### config.mk
export PLATFORM = sky130hd
export DESIGN_NAME = path_normalizer_validator
export DESIGN_NICKNAME = d
export VERILOG_FILES = /design/src/hdl/pnv_pkg.sv /design/src/hdl/path_normalizer_validator.sv
export SDC_FILE = /design/constraint.sdc
export NUM_CORES = 1
export LEC_CHECK = 0
export BUFFER_PORTS_ARGS = -buffer_cell sky130_fd_sc_hd__buf_4
export CAP_MARGIN = 20
export CORE_MARGIN = 2
export CORE_UTILIZATION = 50
export DETAILED_ROUTE_END_ITERATION = 6
export PLACE_DENSITY_LB_ADDON = 0.05
export SETUP_SLACK_MARGIN = 0.3
export SYNTH_ARGS = -nofsm -noshare
export SYNTH_HDL_FRONTEND = slang
export SYNTH_SLANG_ARGS = --single-unit
### constraint.sdc
create_clock -name clk -period 24.5 [get_ports clk]
set_input_delay 2.45 -clock clk [delete_from_list [all_inputs] [get_ports clk]]
set_output_delay 2.45 -clock clk [all_outputs]
set_load 0.005 [all_outputs]
### src/hdl/pnv_pkg.sv
package pnv_pkg;

    localparam int MAX_OUT = 256;
    localparam int MAX_IN  = 512;

    localparam int IN_W   = $clog2(MAX_IN + 1);
    localparam int OUT_W  = $clog2(MAX_OUT);
    localparam int COMP_W = 10;

    localparam int FIFO_DEPTH = 8;
    localparam int FIFO_AW    = $clog2(FIFO_DEPTH);
    localparam int MAX_ITEMS  = 4;
    localparam int NEMIT      = 3;

    localparam logic [7:0] CH_SLASH = 8'h2f;
    localparam logic [7:0] CH_DOT   = 8'h2e;
    localparam logic [7:0] CH_SPACE = 8'h20;

    localparam logic [1:0] UTF_CLASS_2 = 2'd1;
    localparam logic [1:0] UTF_CLASS_3 = 2'd2;
    localparam logic [1:0] UTF_CLASS_4 = 2'd3;

    typedef struct packed {
        logic [7:0] out_byte;
        logic       is_status;
        logic       path_ok;
        logic       run_last;
    } item_t;

    function automatic logic bad_code(input logic [20:0] c);
        logic r;
        r = (c < 21'd32) || (c >= 21'h7f && c <= 21'h9f);
        r = r || c == 21'h3c || c == 21'h3e || c == 21'h3a || c == 21'h5c
              || c == 21'h7c || c == 21'h3f || c == 21'h2a || c == 21'h2f
              || c == 21'h22;
        return r;
    endfunction

    function automatic logic [7:0] to_lower(input logic [7:0] c);
        return (c >= 8'h41 && c <= 8'h5a) ? c + 8'd32 : c;
    endfunction

endpackage

### src/hdl/path_normalizer_validator.sv
// Streaming absolute-path normaliser and validator. One path byte is taken per
// cycle while in_stall is low (in_last marks the final byte); normalised bytes
// and a closing status word leave on the output channel, up to four words per
// input byte. Each input byte is fully processed in the cycle it is accepted,
// and its words go into an eight-word output queue; input is taken whenever
// the queue has room for four words, so the sustained byte rate is set by how
// fast the consumer drains the queue. After a failure only the status word follows.
module path_normalizer_validator
(
    input  logic       clk,
    input  logic       rst_n,
    input  logic       in_valid,
    output logic       in_stall,
    input  logic [7:0] in_byte,
    input  logic       in_last,
    output logic       out_valid,
    input  logic       out_stall,
    output logic [7:0] out_byte,
    output logic       is_status,
    output logic       path_ok,
    output logic       run_last
);

    logic                            failed_reg, failed_next;
    logic                            started_reg, started_next;
    logic [pnv_pkg::IN_W-1:0]        in_count_reg, in_count_next;
    logic [pnv_pkg::OUT_W-1:0]       out_count_reg, out_count_next;
    logic [pnv_pkg::COMP_W-1:0]      comp_len_reg, comp_len_next;
    logic [2:0]                      stem_len_reg, stem_len_next;
    logic [31:0]                     stem_chars_reg, stem_chars_next;
    logic [7:0]                      prev_byte_reg, prev_byte_next;
    logic                            dot_pending_reg, dot_pending_next;
    logic [1:0]                      utf_rem_reg, utf_rem_next;
    logic [20:0]                     utf_val_reg, utf_val_next;
    logic [1:0]                      utf_cls_reg, utf_cls_next;

    pnv_pkg::item_t                  fifo_reg [pnv_pkg::FIFO_DEPTH];
    logic [pnv_pkg::FIFO_AW-1:0]     wr_ptr_reg, rd_ptr_reg;
    logic [pnv_pkg::FIFO_AW:0]       count_reg;

    pnv_pkg::item_t                  items [pnv_pkg::MAX_ITEMS];
    logic [2:0]                      n_items;
    logic                            in_take, out_take;

    assign in_stall  = count_reg > (pnv_pkg::FIFO_AW+1)'(pnv_pkg::FIFO_DEPTH - pnv_pkg::MAX_ITEMS);
    assign in_take   = in_valid && !in_stall;
    assign out_valid = count_reg != '0;
    assign out_take  = out_valid && !out_stall;
    assign out_byte  = fifo_reg[rd_ptr_reg].out_byte;
    assign is_status = fifo_reg[rd_ptr_reg].is_status;
    assign path_ok   = fifo_reg[rd_ptr_reg].path_ok;
    assign run_last  = fifo_reg[rd_ptr_reg].run_last;

    always_comb
    begin
        logic                        f;
        logic [pnv_pkg::OUT_W-1:0]   oc;
        logic [pnv_pkg::IN_W-1:0]    ic;
        logic                        a_v [pnv_pkg::NEMIT];
        logic [7:0]                  a_b [pnv_pkg::NEMIT];
        logic [20:0]                 uv;
        logic [20:0]                 umin;
        logic                        rsv;
        f    = failed_reg;
        oc   = out_count_reg;
        ic   = in_count_reg;
        uv   = '0;
        umin = '0;
        rsv  = 1'b0;
        for (int k = 0; k < pnv_pkg::NEMIT; k++)
        begin
            a_v[k] = 1'b0;
            a_b[k] = '0;
        end
        for (int k = 0; k < pnv_pkg::MAX_ITEMS; k++)
        begin
            items[k] = '0;
        end
        n_items          = '0;
        started_next     = started_reg;
        comp_len_next    = comp_len_reg;
        stem_len_next    = stem_len_reg;
        stem_chars_next  = stem_chars_reg;
        prev_byte_next   = prev_byte_reg;
        dot_pending_next = dot_pending_reg;
        utf_rem_next     = utf_rem_reg;
        utf_val_next     = utf_val_reg;
        utf_cls_next     = utf_cls_reg;

        if (ic < pnv_pkg::IN_W'(pnv_pkg::MAX_IN))
        begin
            ic = ic + 1'b1;
        end
        if (ic >= pnv_pkg::IN_W'(pnv_pkg::MAX_IN))
        begin
            f = 1'b1;
        end

        if (!started_reg)
        begin
            started_next = 1'b1;
            if (in_byte != pnv_pkg::CH_SLASH)
            begin
                f = 1'b1;
            end
            else
            begin
                a_v[0] = 1'b1;
                a_b[0] = pnv_pkg::CH_SLASH;
            end
        end
        else if (!f && in_byte == pnv_pkg::CH_SLASH)
        begin
            if (comp_len_reg != '0)
            begin
                if (!(comp_len_reg == pnv_pkg::COMP_W'(1) && dot_pending_reg))
                begin
                    if (stem_len_reg == 3'd3)
                    begin
                        rsv = stem_chars_reg[23:0] == 24'h6e6f63
                           || stem_chars_reg[23:0] == 24'h6e7270
                           || stem_chars_reg[23:0] == 24'h787561
                           || stem_chars_reg[23:0] == 24'h6c756e;
                    end
                    else if (stem_len_reg == 3'd4)
                    begin
                        rsv = (stem_chars_reg[23:0] == 24'h6d6f63
                            || stem_chars_reg[23:0] == 24'h74706c)
                           && stem_chars_reg[31:24] >= 8'h31
                           && stem_chars_reg[31:24] <= 8'h39;
                    end
                    if (utf_rem_reg != '0 || prev_byte_reg == pnv_pkg::CH_DOT
                        || prev_byte_reg == pnv_pkg::CH_SPACE || rsv)
                    begin
                        f = 1'b1;
                    end
                end
                comp_len_next    = '0;
                stem_len_next    = '0;
                stem_chars_next  = '0;
                prev_byte_next   = '0;
                dot_pending_next = 1'b0;
                utf_rem_next     = '0;
                utf_val_next     = '0;
                utf_cls_next     = '0;
            end
        end
        else if (!f)
        begin
            if (utf_rem_reg == '0)
            begin
                if (in_byte < 8'h80)
                begin
                    if (pnv_pkg::bad_code(21'(in_byte)))
                    begin
                        f = 1'b1;
                    end
                end
                else if (in_byte >= 8'hc2 && in_byte <= 8'hdf)
                begin
                    utf_rem_next = 2'd1;
                    utf_val_next = 21'(in_byte[4:0]);
                    utf_cls_next = pnv_pkg::UTF_CLASS_2;
                end
                else if (in_byte >= 8'he0 && in_byte <= 8'hef)
                begin
                    utf_rem_next = 2'd2;
                    utf_val_next = 21'(in_byte[3:0]);
                    utf_cls_next = pnv_pkg::UTF_CLASS_3;
                end
                else if (in_byte >= 8'hf0 && in_byte <= 8'hf4)
                begin
                    utf_rem_next = 2'd3;
                    utf_val_next = 21'(in_byte[2:0]);
                    utf_cls_next = pnv_pkg::UTF_CLASS_4;
                end
                else
                begin
                    f = 1'b1;
                end
            end
            else if (in_byte[7:6] != 2'b10)
            begin
                f = 1'b1;
            end
            else
            begin
                uv           = {utf_val_reg[14:0], in_byte[5:0]};
                utf_val_next = uv;
                utf_rem_next = utf_rem_reg - 1'b1;
                if (utf_rem_reg == 2'd1)
                begin
                    umin = (utf_cls_reg == pnv_pkg::UTF_CLASS_2) ? 21'h80 :
                           (utf_cls_reg == pnv_pkg::UTF_CLASS_3) ? 21'h800 : 21'h10000;
                    if (uv < umin || uv > 21'h10ffff
                        || (uv >= 21'hd800 && uv <= 21'hdfff) || pnv_pkg::bad_code(uv))
                    begin
                        f = 1'b1;
                    end
                end
            end

            if (!f)
            begin
                if (stem_len_reg < 3'd5 && comp_len_reg <= pnv_pkg::COMP_W'(stem_len_reg)
                    && in_byte != pnv_pkg::CH_DOT)
                begin
                    if (stem_len_reg < 3'd4)
                    begin
                        stem_chars_next[8*stem_len_reg[1:0] +: 8] = pnv_pkg::to_lower(in_byte);
                    end
                    stem_len_next = stem_len_reg + 1'b1;
                end
                if (comp_len_reg != '1)
                begin
                    comp_len_next = comp_len_reg + 1'b1;
                end
                prev_byte_next = in_byte;
                if (comp_len_next == pnv_pkg::COMP_W'(1))
                begin
                    if (in_byte == pnv_pkg::CH_DOT)
                    begin
                        dot_pending_next = 1'b1;
                    end
                    else
                    begin
                        a_v[0] = oc > pnv_pkg::OUT_W'(1);
                        a_b[0] = pnv_pkg::CH_SLASH;
                        a_v[2] = 1'b1;
                        a_b[2] = in_byte;
                    end
                end
                else if (dot_pending_reg)
                begin
                    dot_pending_next = 1'b0;
                    a_v[0] = oc > pnv_pkg::OUT_W'(1);
                    a_b[0] = pnv_pkg::CH_SLASH;
                    a_v[1] = 1'b1;
                    a_b[1] = pnv_pkg::CH_DOT;
                    a_v[2] = 1'b1;
                    a_b[2] = in_byte;
                end
                else
                begin
                    a_v[2] = 1'b1;
                    a_b[2] = in_byte;
                end
            end
        end

        for (int k = 0; k < pnv_pkg::NEMIT; k++)
        begin
            if (a_v[k] && !f)
            begin
                if (oc >= pnv_pkg::OUT_W'(pnv_pkg::MAX_OUT - 1))
                begin
                    f = 1'b1;
                end
                else
                begin
                    items[n_items[1:0]].out_byte = a_b[k];
                    n_items = n_items + 1'b1;
                    oc = oc + 1'b1;
                end
            end
        end

        if (in_last)
        begin
            rsv = 1'b0;
            if (!f && comp_len_next != '0
                && !(comp_len_next == pnv_pkg::COMP_W'(1) && dot_pending_next))
            begin
                if (stem_len_next == 3'd3)
                begin
                    rsv = stem_chars_next[23:0] == 24'h6e6f63
                       || stem_chars_next[23:0] == 24'h6e7270
                       || stem_chars_next[23:0] == 24'h787561
                       || stem_chars_next[23:0] == 24'h6c756e;
                end
                else if (stem_len_next == 3'd4)
                begin
                    rsv = (stem_chars_next[23:0] == 24'h6d6f63
                        || stem_chars_next[23:0] == 24'h74706c)
                       && stem_chars_next[31:24] >= 8'h31
                       && stem_chars_next[31:24] <= 8'h39;
                end
                if (utf_rem_next != '0 || prev_byte_next == pnv_pkg::CH_DOT
                    || prev_byte_next == pnv_pkg::CH_SPACE || rsv)
                begin
                    f = 1'b1;
                end
            end
            items[n_items[1:0]].is_status = 1'b1;
            items[n_items[1:0]].path_ok   = !f;
            n_items = n_items + 1'b1;
            f                = 1'b0;
            started_next     = 1'b0;
            ic               = '0;
            oc               = '0;
            comp_len_next    = '0;
            stem_len_next    = '0;
            stem_chars_next  = '0;
            prev_byte_next   = '0;
            dot_pending_next = 1'b0;
            utf_rem_next     = '0;
            utf_val_next     = '0;
            utf_cls_next     = '0;
        end

        if (n_items != '0)
        begin
            items[2'(n_items - 1'b1)].run_last = 1'b1;
        end
        failed_next    = f;
        in_count_next  = ic;
        out_count_next = oc;
    end

    always_ff @(posedge clk or negedge rst_n)
    begin
        if (!rst_n)
        begin
            failed_reg      <= 1'b0;
            started_reg     <= 1'b0;
            in_count_reg    <= '0;
            out_count_reg   <= '0;
            comp_len_reg    <= '0;
            stem_len_reg    <= '0;
            stem_chars_reg  <= '0;
            prev_byte_reg   <= '0;
            dot_pending_reg <= 1'b0;
            utf_rem_reg     <= '0;
            utf_val_reg     <= '0;
            utf_cls_reg     <= '0;
            wr_ptr_reg      <= '0;
            rd_ptr_reg      <= '0;
            count_reg       <= '0;
        end
        else
        begin
            if (in_take)
            begin
                failed_reg      <= failed_next;
                started_reg     <= started_next;
                in_count_reg    <= in_count_next;
                out_count_reg   <= out_count_next;
                comp_len_reg    <= comp_len_next;
                stem_len_reg    <= stem_len_next;
                stem_chars_reg  <= stem_chars_next;
                prev_byte_reg   <= prev_byte_next;
                dot_pending_reg <= dot_pending_next;
                utf_rem_reg     <= utf_rem_next;
                utf_val_reg     <= utf_val_next;
                utf_cls_reg     <= utf_cls_next;
                wr_ptr_reg      <= wr_ptr_reg + pnv_pkg::FIFO_AW'(n_items);
            end
            if (out_take)
            begin
                rd_ptr_reg <= rd_ptr_reg + 1'b1;
            end
            count_reg <= count_reg + (in_take ? (pnv_pkg::FIFO_AW+1)'(n_items) : '0)
                                   - (out_take ? (pnv_pkg::FIFO_AW+1)'(1) : '0);
        end
    end

    always_ff @(posedge clk)
    begin
        if (in_take)
        begin
            for (int k = 0; k < pnv_pkg::MAX_ITEMS; k++)
            begin
                if (3'(k) < n_items)
                begin
                    fifo_reg[wr_ptr_reg + pnv_pkg::FIFO_AW'(k)] <= items[k];
                end
            end
        end
    end

endmodule

==> flow_metrics.py <==
metrics = {
    "timing": {
        "max_freq_mhz": 94.6,
        "fin_worst_skew_ns": 0.0184,
        "hold_viol": 0,
        "maxSlewHeadroom_pct": 25.4,
        "timing.final.crit_share_pct": 43.1,
        "setup_viol": 0,
        "final_max_slew_viol_count": 0,
        "min_period_ns": 10.57,
        "rsz0062_at_grt": "no",
        "tightest_slew_ns": 1.11,
        "tns_ns": 0,
    },
    "global_route": {
        "grt_pass1_wl_mm": 73.3,
        "grt_max_degree": 54,
        "grtUsageTotal_pct": 30.9,
        "antenna_found_initial": 0,
        "grt_pass1_vias": 12741,
        "overflow": 0,
    },
    "clock_network": {
        "clk_latency_ns": 0.46,
        "htreeDepth": 4,
        "cts_resized": 0,
        "clock-root-buffer": "clkbuf_16",
        "cts_hold_buf": 0,
        "tritoncts": "built",
        "clk_pin_slew_worst_paths_ns": 0.08,
        "cts_buffers": 17,
        "cts.sinks": 191,
        "cts_buffer_depth": 2,
        "post_cts_buffers": 0,
    },
    "cells_and_area": {
        "layout.nets": 1667,
        "fin_area_sq_um": 15500,
        "finalNonFillerCells": 2003,
        "largest_reg_flops": 88,
        "n_antenna_cell": 0,
        "syn_to_final_growth_pct": 7.52,
        "drive_gt1_share_pct": 11.1,
    },
    "floorplanning": {
        "fp.dieArea_sq_um": 30200,
        "die_h_microns": 174,
        "initial_utilization_pct": 50.4,
        "die_width_microns": 174,
        "io_pins": 26,
        "row_count": 62,
        "core_area_sq_um": 28500,
    },
    "logic_synthesis": {
        "syn_area_sq_um": 14400,
        "async_reset_ff_share_pct": 53.9,
        "ys_warn_count": 0,
        "synth.avg_cell_area_sq_um": 8.78,
        "netlist_instances": 1641,
        "synth-edff-count": 88,
        "syn_nets": 1702,
        "synth_top_area_share_pct": 18.3,
        "synth_area_leaders": "edfxtp_1, dfrtp_1, nand2_1",
        "synth_top_cell_by_area": "edfxtp_1",
        "ys_seq_area_share_pct": 36.2,
        "yosysMostFrequentCell": "nand2_1",
        "ys_top_cells_by_count": "nand2_1, nor2_1, o21ai_0",
        "ys_types": 112,
        "ys_seq_elements": 191,
        "ys.flop_type": "dfrtp_1",
    },
    "worst_setup_path": {
        "cp-endpoint": "fifo_reg[7][4]",
        "path_class": "input pin to flip-flop",
        "reg2reg_slack_ns": 15.27,
        "setup.worst_path.start_class": "input pin",
        "crit_start": "in_byte[1]",
        "cp.required_ns": 24.57,
        "r2r_cells": 25,
        "r2r_start": "comp_len_reg[0]",
        "cp_max_fo": 22,
        "timing.rr.end": "fifo_reg[7][4]",
        "arrival_ns": 10.64,
        "crit_path_end_kind": "flip-flop",
    },
    "pwr": {
        "p_leak_nw": 5.66,
        "fin_total_pwr_mw": 1.45,
        "ir_drop_mv": 0.0472,
        "power-per-cell-area_nw_per_um2": 93.4,
    },
    "route": {
        "routedWlPerCell_microns": 23.2,
        "route.detailed.drc": 0,
        "drt-initial-drc-count": 1526,
        "wl_mm": 46.4,
        "postRouteAntennaNets": 0,
        "vias_per_cell": 6.69,
        "firstDrtPassIters": 5,
        "via_count": 13402,
    },
    "placed_design": {
        "dp_hpwl_mm": 33.9,
        "dpl_cell_area_sq_um": 14800,
        "dp.cells": 1967,
        "portBuffers": 25,
        "place_congestion": 0.984,
    },
    "flow_run": {
        "cap_viol_max_count": 0,
    },
    "status": {
        "status": "finished, final reports clean",
    },
    "hold_path": {
        "hold_class": "flip-flop to flip-flop",
    },
}
-- layout by cell type (no fill, tap or decap), types with 24 or more instances in the layout --
cell	instances
a21oi_1	108
a22o_1	28
a22oi_1	24
and3_1	28
buf_4	41
dfrtp_1	103
edfxtp_1	88
ha_1	46
inv_1	47
mux2_2	24
nand2_1	208
nand3_1	44
nand4_1	34
nor2_1	151
nor3_1	37
o21ai_0	137
o22ai_1	36
-- metrics by stage --
stage	utilization, %	setup slack, ns	hold WS [ns]
global placement	51.9	13.86	0.487
detailed placement	51.9	13.66	0.497
finish	54.2	13.93	0.511
CTS	54.1	14.11	0.515
global route	54.2	13.27	0.533
floorplan	-	14.55	0.456
-- where the power goes --
group          internal, mW  leakage (nW)  switching, mW
sequential            0.402          2.11         0.0936
combinational         0.250          3.24          0.391
clock                 0.152         0.312          0.158
-- layout make-up --
type | instances | area, sq um
clock inverters | 15 | 225
repair buffers | 42 | 313
multi-input cells | 1303 | 8630
fillers | 2707 | 13100
clock buffers | 17 | 425
well taps | 384 | 480
flip-flops and latches | 191 | 5220
inverters | 51 | 194
-- metal layers --
metal,part of all wire [%],global-route usage (%)
met5,0,0
met4,3.8,13.4
met2,49,52.3
met1,40,40.1
met3,7.2,3.99
-- critical path: stages --
cell and delay, ns:
buf_4 0.24, and3_1 0.21, a21oi_1 0.07, o32a_1 0.34, a2111oi_1 0.49, o211ai_1 0.13
buf_4 0.20, a21oi_2 0.43, nor2_1 0.26, o21ai_0 0.30, ha_1 0.38, nand2_1 0.11
o22ai_2 0.26, a41oi_2 0.25, a21boi_1 0.21, o32ai_2 0.49, nand3_2 0.35, and2_4 0.32
mux2_2 0.32, ha_1 0.28, o22ai_1 0.07, a31o_2 0.26, a31oi_4 0.64, nand2_2 0.21
o21ai_0 0.81, o21ai_1 0.52
-- worst min-delay path by stage --
stage                                 from               end  slack, ns  cells past startpoint
after global placement    prev_byte_reg[7]  prev_byte_reg[7]       0.49                      2
after CTS                     count_reg[0]      count_reg[0]       0.51                      1
final                         count_reg[0]      count_reg[0]       0.51                      1
after floorplan            utf_val_reg[13]   utf_val_reg[13]       0.46                      2
after global routing       utf_val_reg[13]   utf_val_reg[13]       0.53                      2
after detailed placement      count_reg[0]      count_reg[0]       0.50                      1
-- cell families (layout without fill, tap and decap cells) --
family	count (synthesis)	count (layout)	share of synthesized area, %
and+or+nand+nor	637	637	21.6
AOI/OAI and AO/OA	515	515	24.4
DFF	191	191	36.2
buffers and inverters	147	125	4.25
muxes	69	69	6.95
adders and majority gates	48	48	4.27
xor gates and xnor gates	34	34	2.30
Note: power is estimated with default switching activity, not from simulation.
